--- config.mk ---
export PLATFORM = sky130hd
export DESIGN_NAME = snr_cfg
export DESIGN_NICKNAME = d
export VERILOG_FILES = /design/src/snr_pkg.sv /design/src/snr_cfg.sv
export SDC_FILE = /design/constraint.sdc
export NUM_CORES = 2
export LEC_CHECK = 0
export ABC_AREA = 0
export BUFFER_PORTS_ARGS = -buffer_cell sky130_fd_sc_hd__buf_2
export CAP_MARGIN = 20
export CORE_MARGIN = 2
export CORE_UTILIZATION = 53
export DETAILED_ROUTE_END_ITERATION = 6
export HOLD_SLACK_MARGIN = 0.1
export PLACE_DENSITY = 0.74
export SYNTH_ARGS = -nofsm -noshare
export SYNTH_HDL_FRONTEND = slang
export SYNTH_SLANG_ARGS = --single-unit
--- constraint.sdc ---
create_clock -name clk -period 36.9 [get_ports clk]
set_clock_uncertainty 0.15 [all_clocks]
set_input_delay 1.845 -clock clk [delete_from_list [all_inputs] [get_ports clk]]
set_output_delay 1.845 -clock clk [all_outputs]
set_load 0.1 [all_outputs]
--- src/snr_pkg.sv ---
// Shared types and constants for the surface net radiation block.
// No dependencies; used by snr_cfg, snr_pipe and surface_net_radiation_top.
package snr_pkg;

  localparam int KIN_W = 27;
  localparam int EATM_W = 18;
  localparam int CFG_IDX_W = 2;
  localparam int CFG_DATA_W = 16;

  localparam logic [CFG_IDX_W-1:0] REG_TSW = 2'd0;
  localparam logic [CFG_IDX_W-1:0] REG_DOY = 2'd1;
  localparam logic [CFG_IDX_W-1:0] REG_ZEN = 2'd2;

  localparam logic [15:0] TSW_RESET = 16'd45875;
  localparam logic [8:0] DOY_RESET = 9'd1;
  localparam logic [13:0] ZEN_RESET = 14'd4500;

  // sqrt(sigma) scaled so that (T^2 * K) >> 30 is the flux root in Q24
  localparam logic [31:0] SQRT_SIGMA_K = 32'd428954570;

  typedef struct packed {
    logic              ok;
    logic [KIN_W-1:0]  kin;
    logic [EATM_W-1:0] eatm;
  } snr_coef_t;

endpackage

--- src/snr_cfg.sv ---
// Configuration registers and the per-image coefficient sequencer.
// Depends on snr_pkg; computes incoming shortwave and atmospheric emissivity.
module snr_cfg (
  input  logic                             clk,
  input  logic                             rst,
  input  logic                             cfg_write,
  input  logic [snr_pkg::CFG_IDX_W-1:0]    cfg_index,
  input  logic [snr_pkg::CFG_DATA_W-1:0]   cfg_data,
  output snr_pkg::snr_coef_t               coef
);

  localparam logic [32:0] ONE_Q30 = 33'd1073741824;
  localparam logic [32:0] PI_Q30 = 33'd3373259426;
  localparam logic [32:0] HALF_PI_Q30 = 33'd1686629713;
  localparam logic [32:0] TWO_PI_Q30 = 33'd6746518852;
  localparam logic [31:0] RAD_CDEG = 32'd187403;
  localparam logic [31:0] RAD_DAY = 32'd18483613;
  localparam logic [31:0] ECC_Q30 = 32'd35433480;
  localparam logic [31:0] LN2_Q16 = 32'd45426;
  localparam logic [31:0] EXPO_Q16 = 32'd17367;
  localparam logic [31:0] EATM_COEF = 32'd70779;
  localparam logic [31:0] SOLAR = 32'd1358;
  localparam logic [20:0] LOG_16 = 21'd1048576;

  typedef enum logic [4:0] {
    ST_START, ST_FOLD1, ST_FOLD2, ST_SQ, ST_TM, ST_DIV, ST_FIX, ST_CDONE,
    ST_F, ST_F2, ST_F4, ST_K1, ST_K2, ST_K3,
    ST_L0, ST_LINIT, ST_LIT, ST_LN, ST_P, ST_E, ST_EC, ST_Y, ST_RUN
  } state_t;

  typedef enum logic [1:0] {RET_T, RET_LNV, RET_E} ret_t;

  function automatic logic [7:0] dens(input logic [2:0] k);
    logic [7:0] d;
    case (k)
      3'd0: d = 8'd132;
      3'd1: d = 8'd90;
      3'd2: d = 8'd56;
      3'd3: d = 8'd30;
      3'd4: d = 8'd12;
      default: d = 8'd2;
    endcase
    return d;
  endfunction

  // floor(2^32 / dens(k)); the quotient it yields is at most one short
  function automatic logic [31:0] recip(input logic [2:0] k);
    logic [31:0] rc;
    case (k)
      3'd0: rc = 32'd32537631;
      3'd1: rc = 32'd47721858;
      3'd2: rc = 32'd76695844;
      3'd3: rc = 32'd143165576;
      3'd4: rc = 32'd357913941;
      default: rc = 32'd2147483648;
    endcase
    return rc;
  endfunction

  function automatic logic [4:0] msb20(input logic [19:0] v);
    logic [4:0] e;
    e = 5'd0;
    for (int j = 0; j < 20; j++) begin
      if (v[j]) e = 5'(j);
    end
    return e;
  endfunction

  state_t state;
  ret_t   ret;

  logic [15:0] tsw;
  logic [8:0]  doy;
  logic [13:0] zen;

  logic [32:0] x;
  logic        neg;
  logic        zen_pass;
  logic [31:0] x2;
  logic [30:0] t;
  logic [2:0]  term;
  logic [31:0] dq;
  logic [31:0] q0;
  logic [30:0] cz;
  logic [30:0] cd_mag;
  logic [31:0] f;
  logic [31:0] f2;
  logic [31:0] f4;
  logic [31:0] k1;
  logic [snr_pkg::KIN_W-1:0]  kin;
  logic [snr_pkg::EATM_W-1:0] eatm;
  logic [19:0] log_in;
  logic [30:0] zl;
  logic [20:0] r;
  logic [3:0]  bit_idx;
  logic [15:0] frac;
  logic [5:0]  shr;
  logic [16:0] m;
  logic [3:0]  bt;

  logic [13:0] zen_c;
  logic [8:0]  doy_m;
  logic [31:0] mul_a;
  logic [31:0] mul_b;
  logic [63:0] prod;
  logic [20:0] negl;
  logic signed [21:0] ly;
  logic [20:0] ly_mag;
  logic [16:0] y;
  logic [39:0] dmul;
  logic [31:0] drem;
  logic [31:0] qfix;
  logic signed [33:0] tn;
  logic [4:0]  e_l;
  logic [50:0] zsh;
  logic [31:0] zz;
  logic [36:0] lnv_sum;
  logic [20:0] m2;
  logic signed [21:0] p;
  logic [34:0] eatm_sum;
  logic [25:0] ecc_sh;

  always_comb begin
    zen_c = (zen > 14'd9000) ? 14'd9000 : zen;
    doy_m = (doy >= 9'd365) ? doy - 9'd365 : doy;
    negl = LOG_16 - r;
    ly = $signed({1'b0, r}) - $signed({1'b0, LOG_16});
    ly_mag = ly[21] ? 21'(-ly) : ly[20:0];
    y = m >> shr;
    // one correction step after the reciprocal estimate
    dmul = 40'(q0) * 40'(dens(term));
    drem = dq - dmul[31:0];
    qfix = (drem >= 32'(dens(term))) ? q0 + 32'd1 : q0;
    tn = $signed({1'b0, ONE_Q30}) - $signed({2'b0, qfix});
    e_l = msb20(log_in);
    zsh = {31'b0, log_in} << (5'd30 - e_l);
    mul_a = 32'd0;
    mul_b = 32'd0;
    case (state)
      ST_START: begin mul_a = 32'(zen_c); mul_b = RAD_CDEG; end
      ST_CDONE: begin mul_a = 32'(doy_m); mul_b = RAD_DAY; end
      ST_SQ:    begin mul_a = x[31:0]; mul_b = x[31:0]; end
      ST_TM:    begin mul_a = x2; mul_b = 32'(t); end
      ST_DIV:   begin mul_a = dq; mul_b = recip(term); end
      ST_F:     begin mul_a = 32'(cd_mag); mul_b = ECC_Q30; end
      ST_F2:    begin mul_a = f; mul_b = f; end
      ST_F4:    begin mul_a = f2; mul_b = f2; end
      ST_K1:    begin mul_a = 32'(cz); mul_b = f4; end
      ST_K2:    begin mul_a = k1; mul_b = 32'(tsw); end
      ST_K3:    begin mul_a = k1; mul_b = SOLAR; end
      ST_LIT:   begin mul_a = 32'(zl); mul_b = 32'(zl); end
      ST_LN:    begin mul_a = 32'(negl); mul_b = LN2_Q16; end
      ST_P:     begin mul_a = 32'(ly_mag); mul_b = EXPO_Q16; end
      ST_Y:     begin mul_a = 32'(y); mul_b = EATM_COEF; end
      default:  begin mul_a = 32'd0; mul_b = 32'd0; end
    endcase
    prod = 64'(mul_a) * 64'(mul_b);
    zz = prod[61:30];
    lnv_sum = prod[36:0] + 37'd32768;
    m2 = prod[36:16];
    p = ly[21] ? -$signed({1'b0, m2}) : $signed({1'b0, m2});
    eatm_sum = prod[34:0] + 35'd32768;
    ecc_sh = prod[55:30];
  end

  always_ff @(posedge clk) begin
    if (rst) begin
      state <= ST_START;
      tsw <= snr_pkg::TSW_RESET;
      doy <= snr_pkg::DOY_RESET;
      zen <= snr_pkg::ZEN_RESET;
    end else if (cfg_write) begin
      // restart the coefficient pass on every write
      unique case (cfg_index)
        snr_pkg::REG_TSW: tsw <= cfg_data;
        snr_pkg::REG_DOY: doy <= cfg_data[8:0];
        snr_pkg::REG_ZEN: zen <= cfg_data[13:0];
        default: ;
      endcase
      state <= ST_START;
    end else begin
      unique case (state)
        ST_START: begin
          x <= {1'b0, prod[31:0]};
          zen_pass <= 1'b1;
          neg <= 1'b0;
          state <= ST_FOLD1;
        end
        ST_FOLD1: begin
          if (x > PI_Q30) x <= TWO_PI_Q30 - x;
          state <= ST_FOLD2;
        end
        ST_FOLD2: begin
          if (x > HALF_PI_Q30) begin
            x <= PI_Q30 - x;
            neg <= 1'b1;
          end
          state <= ST_SQ;
        end
        ST_SQ: begin
          x2 <= prod[61:30];
          t <= ONE_Q30[30:0];
          term <= 3'd0;
          state <= ST_TM;
        end
        ST_TM: begin
          dq <= prod[61:30];
          state <= ST_DIV;
        end
        ST_DIV: begin
          q0 <= prod[63:32];
          state <= ST_FIX;
        end
        ST_FIX: begin
          t <= tn[33] ? 31'd0 : tn[30:0];
          if (term == 3'd5) begin
            state <= ST_CDONE;
          end else begin
            term <= term + 3'd1;
            state <= ST_TM;
          end
        end
        ST_CDONE: begin
          if (zen_pass) begin
            cz <= t;
            x <= prod[32:0];
            zen_pass <= 1'b0;
            neg <= 1'b0;
            state <= ST_FOLD1;
          end else begin
            cd_mag <= t;
            state <= ST_F;
          end
        end
        ST_F: begin
          f <= neg ? ONE_Q30[31:0] - 32'(ecc_sh) : ONE_Q30[31:0] + 32'(ecc_sh);
          state <= ST_F2;
        end
        ST_F2: begin f2 <= prod[61:30]; state <= ST_F4; end
        ST_F4: begin f4 <= prod[61:30]; state <= ST_K1; end
        ST_K1: begin k1 <= prod[61:30]; state <= ST_K2; end
        ST_K2: begin k1 <= prod[47:16]; state <= ST_K3; end
        ST_K3: begin
          kin <= prod[40:14];
          state <= ST_L0;
        end
        ST_L0: begin
          log_in <= (tsw == 16'd0) ? 20'd1 : 20'(tsw);
          ret <= RET_T;
          state <= ST_LINIT;
        end
        ST_LINIT: begin
          zl <= zsh[30:0];
          r <= {e_l, 16'b0};
          bit_idx <= 4'd15;
          state <= ST_LIT;
        end
        ST_LIT: begin
          if (zz[31]) begin
            zl <= zz[31:1];
            r[bit_idx] <= 1'b1;
          end else begin
            zl <= zz[30:0];
          end
          if (bit_idx == 4'd0) begin
            unique case (ret)
              RET_T:   state <= ST_LN;
              RET_LNV: state <= ST_P;
              RET_E:   state <= ST_EC;
              default: state <= ST_RUN;
            endcase
          end else begin
            bit_idx <= bit_idx - 4'd1;
          end
        end
        ST_LN: begin
          if (lnv_sum[35:16] == 20'd0) begin
            eatm <= '0;
            state <= ST_RUN;
          end else begin
            log_in <= lnv_sum[35:16];
            ret <= RET_LNV;
            state <= ST_LINIT;
          end
        end
        ST_P: begin
          frac <= p[15:0];
          shr <= p[21] ? 6'(-p[21:16]) : 6'd0;
          m <= 17'd65536;
          bt <= 4'd15;
          state <= ST_E;
        end
        ST_E: begin
          log_in <= 20'(m | (17'd1 << bt));
          ret <= RET_E;
          state <= ST_LINIT;
        end
        ST_EC: begin
          if ((r - LOG_16) <= {5'b0, frac}) m <= log_in[16:0];
          if (bt == 4'd0) begin
            state <= ST_Y;
          end else begin
            bt <= bt - 4'd1;
            state <= ST_E;
          end
        end
        ST_Y: begin
          eatm <= eatm_sum[33:16];
          state <= ST_RUN;
        end
        ST_RUN: state <= ST_RUN;
        default: state <= ST_START;
      endcase
    end
  end

  assign coef.ok = (state == ST_RUN);
  assign coef.kin = kin;
  assign coef.eatm = eatm;

endmodule

; ---- Word level (Yosys, flattened, before mapping)
; Cells that the tools add are included.
[totals]
regBits = 565
latchBits = 0
ram_bits = 0
mem_bits_ro = 0
in_bits = 21
output_inout_bits = 46
word_cells = 225
mem_count = 0
[op_classes]
add_sub_neg = 20
n_mul = 2
div_mod_pow = 0
order_cmp = 8
n_eq_ne = 42
n_shift = 3
mux = 68
bitwise_logic = 5
reduce_logical = 48
[op_table]
columns = cell, n
row1 = $pmux W32 S15, 1
row2 = $pmux W32 S14, 1
row3 = $pmux W32 S5, 1
row4 = $pmux W33 S4, 1
row5 = $pmux W31 S2, 2
row6 = $pmux W5 S21, 1
row7 = $mux W5, 20
row8 = $mux W33, 3
row9 = $mul A32 B32 Y64, 1
row10 = $mux W32, 2
row11 = $pmux W32 S2, 1
row12 = $mux W31, 2
row13 = $pmux W20 S3, 1
row14 = $mux W21, 2
row15 = $pmux W21 S2, 1
row16 = $eq A5 B4 Y1 const B, 8
row17 = $pmux W8 S5, 1
row18 = $add A36 B16 Y36 const B, 1
row19 = $pmux W18 S2, 1
row20 = $reduce_and A3 Y1, 12
row21 = $reduce_and A4 Y1, 9
row22 = $eq A5 B5 Y1 const B, 7
row23 = $add A34 B16 Y34 const B, 1
row24 = $pmux W17 S2, 1
row25 = other kinds (73), 115

; ---- Logic depth before layout (Yosys ltp)
[logic_depth]
word_depth = 22
ltp_mapped = 49
depth_no_buf = 44

; ---- Worst setup path before layout
; No wires, ideal clock.
[synth_timing]
path_type = register to register
startpoint = register r[3]
endpoint = register log_in[0] (enable)
setup_ns = 0.408
t_arrival_ns = 11.409
required_time_ns = 36.342
path_slack_ns = 24.933
path_stages_with_launch = 38
path_buffers = 1
synth_period_minus_slack_ns = 11.967
cell_sequence = edfxtp_1 > or4_1 > nor4_1 > nand3_1 > or3_1 > nand2_1 > o21ai_0 > a2111oi_0 > clkbuf_1 > nor2_1 > fa_1 > fa_1 > fa_1 > inv_1 > fa_1 > inv_1 > fa_1 > inv_1 > (+2 left out) > fa_1 > inv_1 > fa_1 > inv_1 > ha_1 > a21o_1 > a21oi_1 > nor2_1 > a311o_1 > xor2_1 > nand4b_1 > nor3_1 > nand2_1 > nor4_1 > mux2i_1 > nand2_1 > nor2_1 > a21oi_1
[synth_between]
elab_chain_len = 9
word_cells_on_any_way = 10
cone_classes = add/sub (4) / mul (1) / eq/ne (1) / mux (2) / reduce/logical (2)
[synth_rtl]
columns = element, line
row1 = from (decl), snr_cfg.sv:94  ; logic [20:0] r;
row2 = from (signal assigned), snr_cfg.sv:254  ; r <= {e_l, 16'b0};
row3 = $sub A21 B21 Y22, snr_cfg.sv:127  ; ly = $signed({1'b0, r}) - $signed({1'b0, LOG_16});
row4 = $neg A21 Y21, snr_cfg.sv:128  ; ly_mag = ly[21] ? 21'(-ly) : ly[20:0];
row5 = $mux W21, snr_cfg.sv:128
row6 = $pmux W32 S14 *, snr_cfg.sv:139  ; case (state)
row7 = $mul A32 B32 Y64 *, snr_cfg.sv:157  ; prod = 64'(mul_a) * 64'(mul_b);
row8 = net prod[21], snr_cfg.sv:105  ; logic [63:0] prod;
row9 = $add A36 B16 Y36 *, snr_cfg.sv:159  ; lnv_sum = prod[36:0] + 37'd32768;
row10 = $logic_not A20 Y1 *, snr_cfg.sv:277  ; if (lnv_sum[35:16] == 20'd0) begin
row11 = $ne A2 B2 Y1 (no source line) *, --
row12 = $reduce_and A4 Y1 (no source line) *, --
row13 = to (signal assigned), snr_cfg.sv:248  ; log_in <= (tsw == 16'd0) ? 20'd1 : 20'(tsw);
row14 = to (signal assigned), snr_cfg.sv:281  ; log_in <= lnv_sum[35:16];
row15 = to (signal assigned), snr_cfg.sv:294  ; log_in <= 20'(m | (17'd1 << bt));
row16 = to (decl), snr_cfg.sv:92  ; logic [19:0] log_in;
; The timed path passes the listed nets; every way through them passes the cells marked *.
; A chain may end at the register's enable or synchronous reset.

; ---- Worst setup path after layout
[layout_timing]
startpoint = register state[0]
endpoint = register f[24], data pin
[layout_between]
elab_chain_len = 6
word_cells_on_any_way = 22
cone_classes = add/sub (2) / mul (1) / eq/ne (14) / mux (3) / reduce/logical (2)
[layout_rtl]
columns = element, line
row1 = from (decl), snr_cfg.sv:69  ; state_t state;
row2 = from (signal assigned), snr_cfg.sv:168  ; state <= ST_START;
row3 = from (signal assigned), snr_cfg.sv:180  ; state <= ST_START;
row4 = from (signal assigned), snr_cfg.sv:187  ; state <= ST_FOLD1;
row5 = $eq A5 B4 Y1, snr_cfg.sv:139
row6 = $reduce_or A2 Y1 (no source line), --
row7 = $pmux W32 S14, snr_cfg.sv:139
row8 = $mul A32 B32 Y64 *, snr_cfg.sv:157
row9 = net prod[32], snr_cfg.sv:105
row10 = $add A31 B26 Y32 / $sub A31 B26 Y32 (equally long branches), snr_cfg.sv:236  ; f <= neg ? ONE_Q30[31:0] - 32'(ecc_sh) : ONE_Q30[31:0] + 32'(ecc_sh);
row11 = $mux W32 *, snr_cfg.sv:236
row12 = to (signal assigned), snr_cfg.sv:236
row13 = to (decl), snr_cfg.sv:86  ; logic [31:0] f;
; Marked as above.

==> key figures <==
Synthesis
  • Sequential fraction of the synthesis area: between 20% and 30%
  • Syn Inst Count: 7587
  • FFs w/ async S/R, synth: 0%
  • Yosys cell types: ~120
  • Post-synth top area share: 29.7%
  • Synth Register Bits: ~560
  • Syn Area/Cell: 9.32 um^2
  • Syn. warnings: 0
  • Number of flops mapped to enable cells by yosys: 520
  • Post-synth top flop: edfxtp_1
  • Area contributors post-synth: fa_1 30%, edfxtp_1 22%, ha_1 6.9%, nand2_1 6.2%, inv_1 6.2%
  • Post-Syn Nets: between 9000 and 10000
  • Syn Std Cell Area: ~71000 um^2
  • Largest area contributor in the netlist: fa_1

Clock tree
  • Clk slew on worst S/H paths: about 0.07 ns
  • Clk Latency, worst-skew pair: between 0.7 and 0.8 ns
  • Number of H-tree levels: 2
  • Clock Tree Buf Depth: 3
  • CTS tree: yes
  • Root buf cell: clkbuf_16
  • Inserted Clock Buffers: 59
  • CTS Sinks: 564
  • Hold Buf Count CTS: 0
  • Resized cells post-CTS: 0
  • Setup bufs post-CTS: 0

STA
  • Final Slew Violations: 0
  • Relative slew margins: roughly 9.9%
  • Final period util: 42.9%
  • Final hold vios: 0
  • Final setup fails: 0
  • Crit path time final: around 16 ns
  • Slew @ Worst Pin: roughly 1.4 ns
  • RSZ-0062 raised after global routing: no
  • Sum Neg Setup Slack: 0 ns
  • Highest Clock Rate: approximately 0.063 GHz

Power
  • VDD IR max: ~0.14 mV
  • Leakage power total: approximately 32 nW
  • Switching power: 1.53 mW
  • Reg power frac: ~25%
  • Sw Ratio: 49.0%
  • Power Dens Cells: between 40 and 50 nW/um^2
  • Combinational power share: a little over half
  • P_int: between 1.5 and 2 mW
  • Clock power share: between 20 and 25%

Floorplan
  • DIE WIDTH: about 370 um
  • Core region area: roughly 130000 um^2
  • Site row count: around 130
  • Number of I/O pins: 67
  • Die Span Y: approximately 370 um
  • Starting Density: 53.2%
  • Die area: 136000 um^2

Worst setup path
  • CP peak stage delay: 1.08 ns
  • CP startpoint kind: register
  • Critical path class: reg2reg
  • Crit Path Max Fanout: 27
  • Slowest cell on crit path: a21oi_1
  • CP arrival: 16.15 ns
  • Worst EP required: roughly 37 ns
  • Critical path capture point type: register

Final layout
  • Nets: approximately 9000
  • Layout cell share with drive strength beyond 1: approximately 7%
  • Layout Utilization: approximately 57%
  • Fill cells: ~11000
  • Most common cell after layout, fill and taps aside: nand2_1
  • Area Overhead vs Synth: 7.07%
  • Leading cell types in the layout, fill and taps excluded: 1165 x nand2_1, 1161 x inv_1, 1051 x fa_1

GRT
  • First-pass GRT wire length: about 400000 um
  • GRT Total Usage: between 40% and 50%
  • Initial antenna violation count: 10
  • Largest net degree at the start of global routing: 66
  • Vias in the first global route: 60200
  • Grt total ovfl: 0

Routing
  • DRT Pass-1 Iters: 7
  • DRC Markers: a little over 70
  • 1st-iter DRT viols: slightly below 9000
  • WL final: between 200000 and 300000 um
  • DR vias: 60000
  • Routed len/inst: 29.2 um
  • Final ANT Viol Nets: 0
  • Via/cell ratio: 6.44

Hold path
  • Min-delay worst type: reg2reg

Job
  • Max-cap violations: 0

Status
  • Failing checks: design-rule violations
  • Status: finished, violations left

Placement
  • Buffers added on ports: between 60 and 70
  • Post-DP HPWL: around 210000 um
  • Gpl congestion: 1.11
==> worst max-delay path: cells and delay by family (launching register included) <==
family	cells	cell delay [ns]
compound gates	11	5.15
flops	1	0.98
simple gates	8	2.74
buf+inv	12	2.38
xor+xnor	1	0.09
fa+ha+maj	9	4.00
==> through the flow <==
stage	hold slack [ns]	std cells	power, mW	instance area, um^2	setup slack, ns
finish	0.341	9319	3.12	75700	21.06
global route	0.374	9315	3.16	75700	21.14
CTS	0.341	9311	2.97	75700	21.97
detailed placement	0.333	9200	2.33	73700	22.04
global placement	0.323	9199	2.33	73600	21.97
floorplan	0.291	7587	1.63	70700	24.93
==> Yosys cell counts (36+ instances only) <==
| cell | count |
|---|---|
| edfxtp_1 | 520 |
| dfxtp_1 | 44 |
| nand3_1 | 93 |
| xor2_1 | 56 |
| ha_1 | 388 |
| and2_1 | 144 |
| a21oi_1 | 240 |
| a21o_1 | 49 |
| xnor2_1 | 153 |
| o22ai_1 | 38 |
| or3_1 | 45 |
| a22oi_1 | 103 |
| nor2_1 | 659 |
| nor3_1 | 118 |
| nand2_1 | 1165 |
| o21ai_0 | 181 |
| fa_1 | 1051 |
| nand2b_1 | 36 |
| nor2b_1 | 66 |
| mux2i_1 | 81 |
| clkbuf_1 | 387 |
| a31oi_1 | 41 |
| a222oi_1 | 42 |
| nand4_1 | 44 |
| inv_1 | 1161 |
| nor4_1 | 44 |
| o21a_1 | 38 |
==> state kept, by name (all words and copies together) (netlist names), 18 cells and up <==
signal  cells
r          21
x          33
dq         32
q0         32
f          31
x2         32
cd_mag     31
zl         31
f4         32
t          31
k1         32
log_in     20
f2         32
eatm       18
cz         31
kin        27
==> worst paths after layout <==
path	from	endpoint	slack (ns)	depth (start not counted)
worst max-delay path	state[0]	f[24]	21.06	41
worst min-delay path	zen[3]	zen[3]	0.34	2
worst max register to register	state[0]	f[24]	21.06	41
worst min register to register	zen[3]	zen[3]	0.34	2
==> power by group through the flow <==
stage	combinational [mW]	sequential, mW	clock (mW)
2_1_floorplan	0.853	0.779	0
5_1_grt	1.71	0.790	0.659
6_report	1.68	0.791	0.641
4_1_cts	1.55	0.787	0.635
3_5_place_dp	1.53	0.801	0
3_3_place_gp	1.53	0.800	0
==> cells by family (layout without fill, tap and decap cells) <==
kind of cell | after synthesis | after routing | share of synthesized area, %
flops | 564 | 564 | 23.3
mux | 102 | 102 | 1.57
other cells | 0 | 4 | 0
xor+xnor | 212 | 212 | 2.67
simple gates | 2583 | 2583 | 16.5
fa+ha+maj | 1439 | 1439 | 36.6
buf+inv | 1594 | 1554 | 8.51
compound gates | 1093 | 1093 | 10.9
==> area by class of cell <==
| class | instances | area [um^2] | area share [%] |
|---|---|---|---|
| multi-input cells | 5429 | 48700 | 64.3 |
| flip-flops and latches | 564 | 16500 | 21.8 |
| diodes | 4 | 10.0 | 0.0132 |
| clock inverters | 38 | 485 | 0.641 |
| clock buffers | 73 | 1530 | 2.02 |
| well taps | 1768 | 2210 | 2.92 |
| repair buffers | 270 | 1890 | 2.50 |
| inverters | 1173 | 4400 | 5.81 |
==> metal layers <==
metal | routed length [um] | up-vias | GRT usage (%)
li1 | - | 24700 | -
met1 | 97300 | 29900 | 51.6
met2 | 115000 | 4465 | 58.2
met3 | 39500 | 949 | 13.9
met4 | 20400 | 18 | 23.6
met5 | 248 | - | 0.356
No activity file was read; power rests on OpenSTA's default activity.
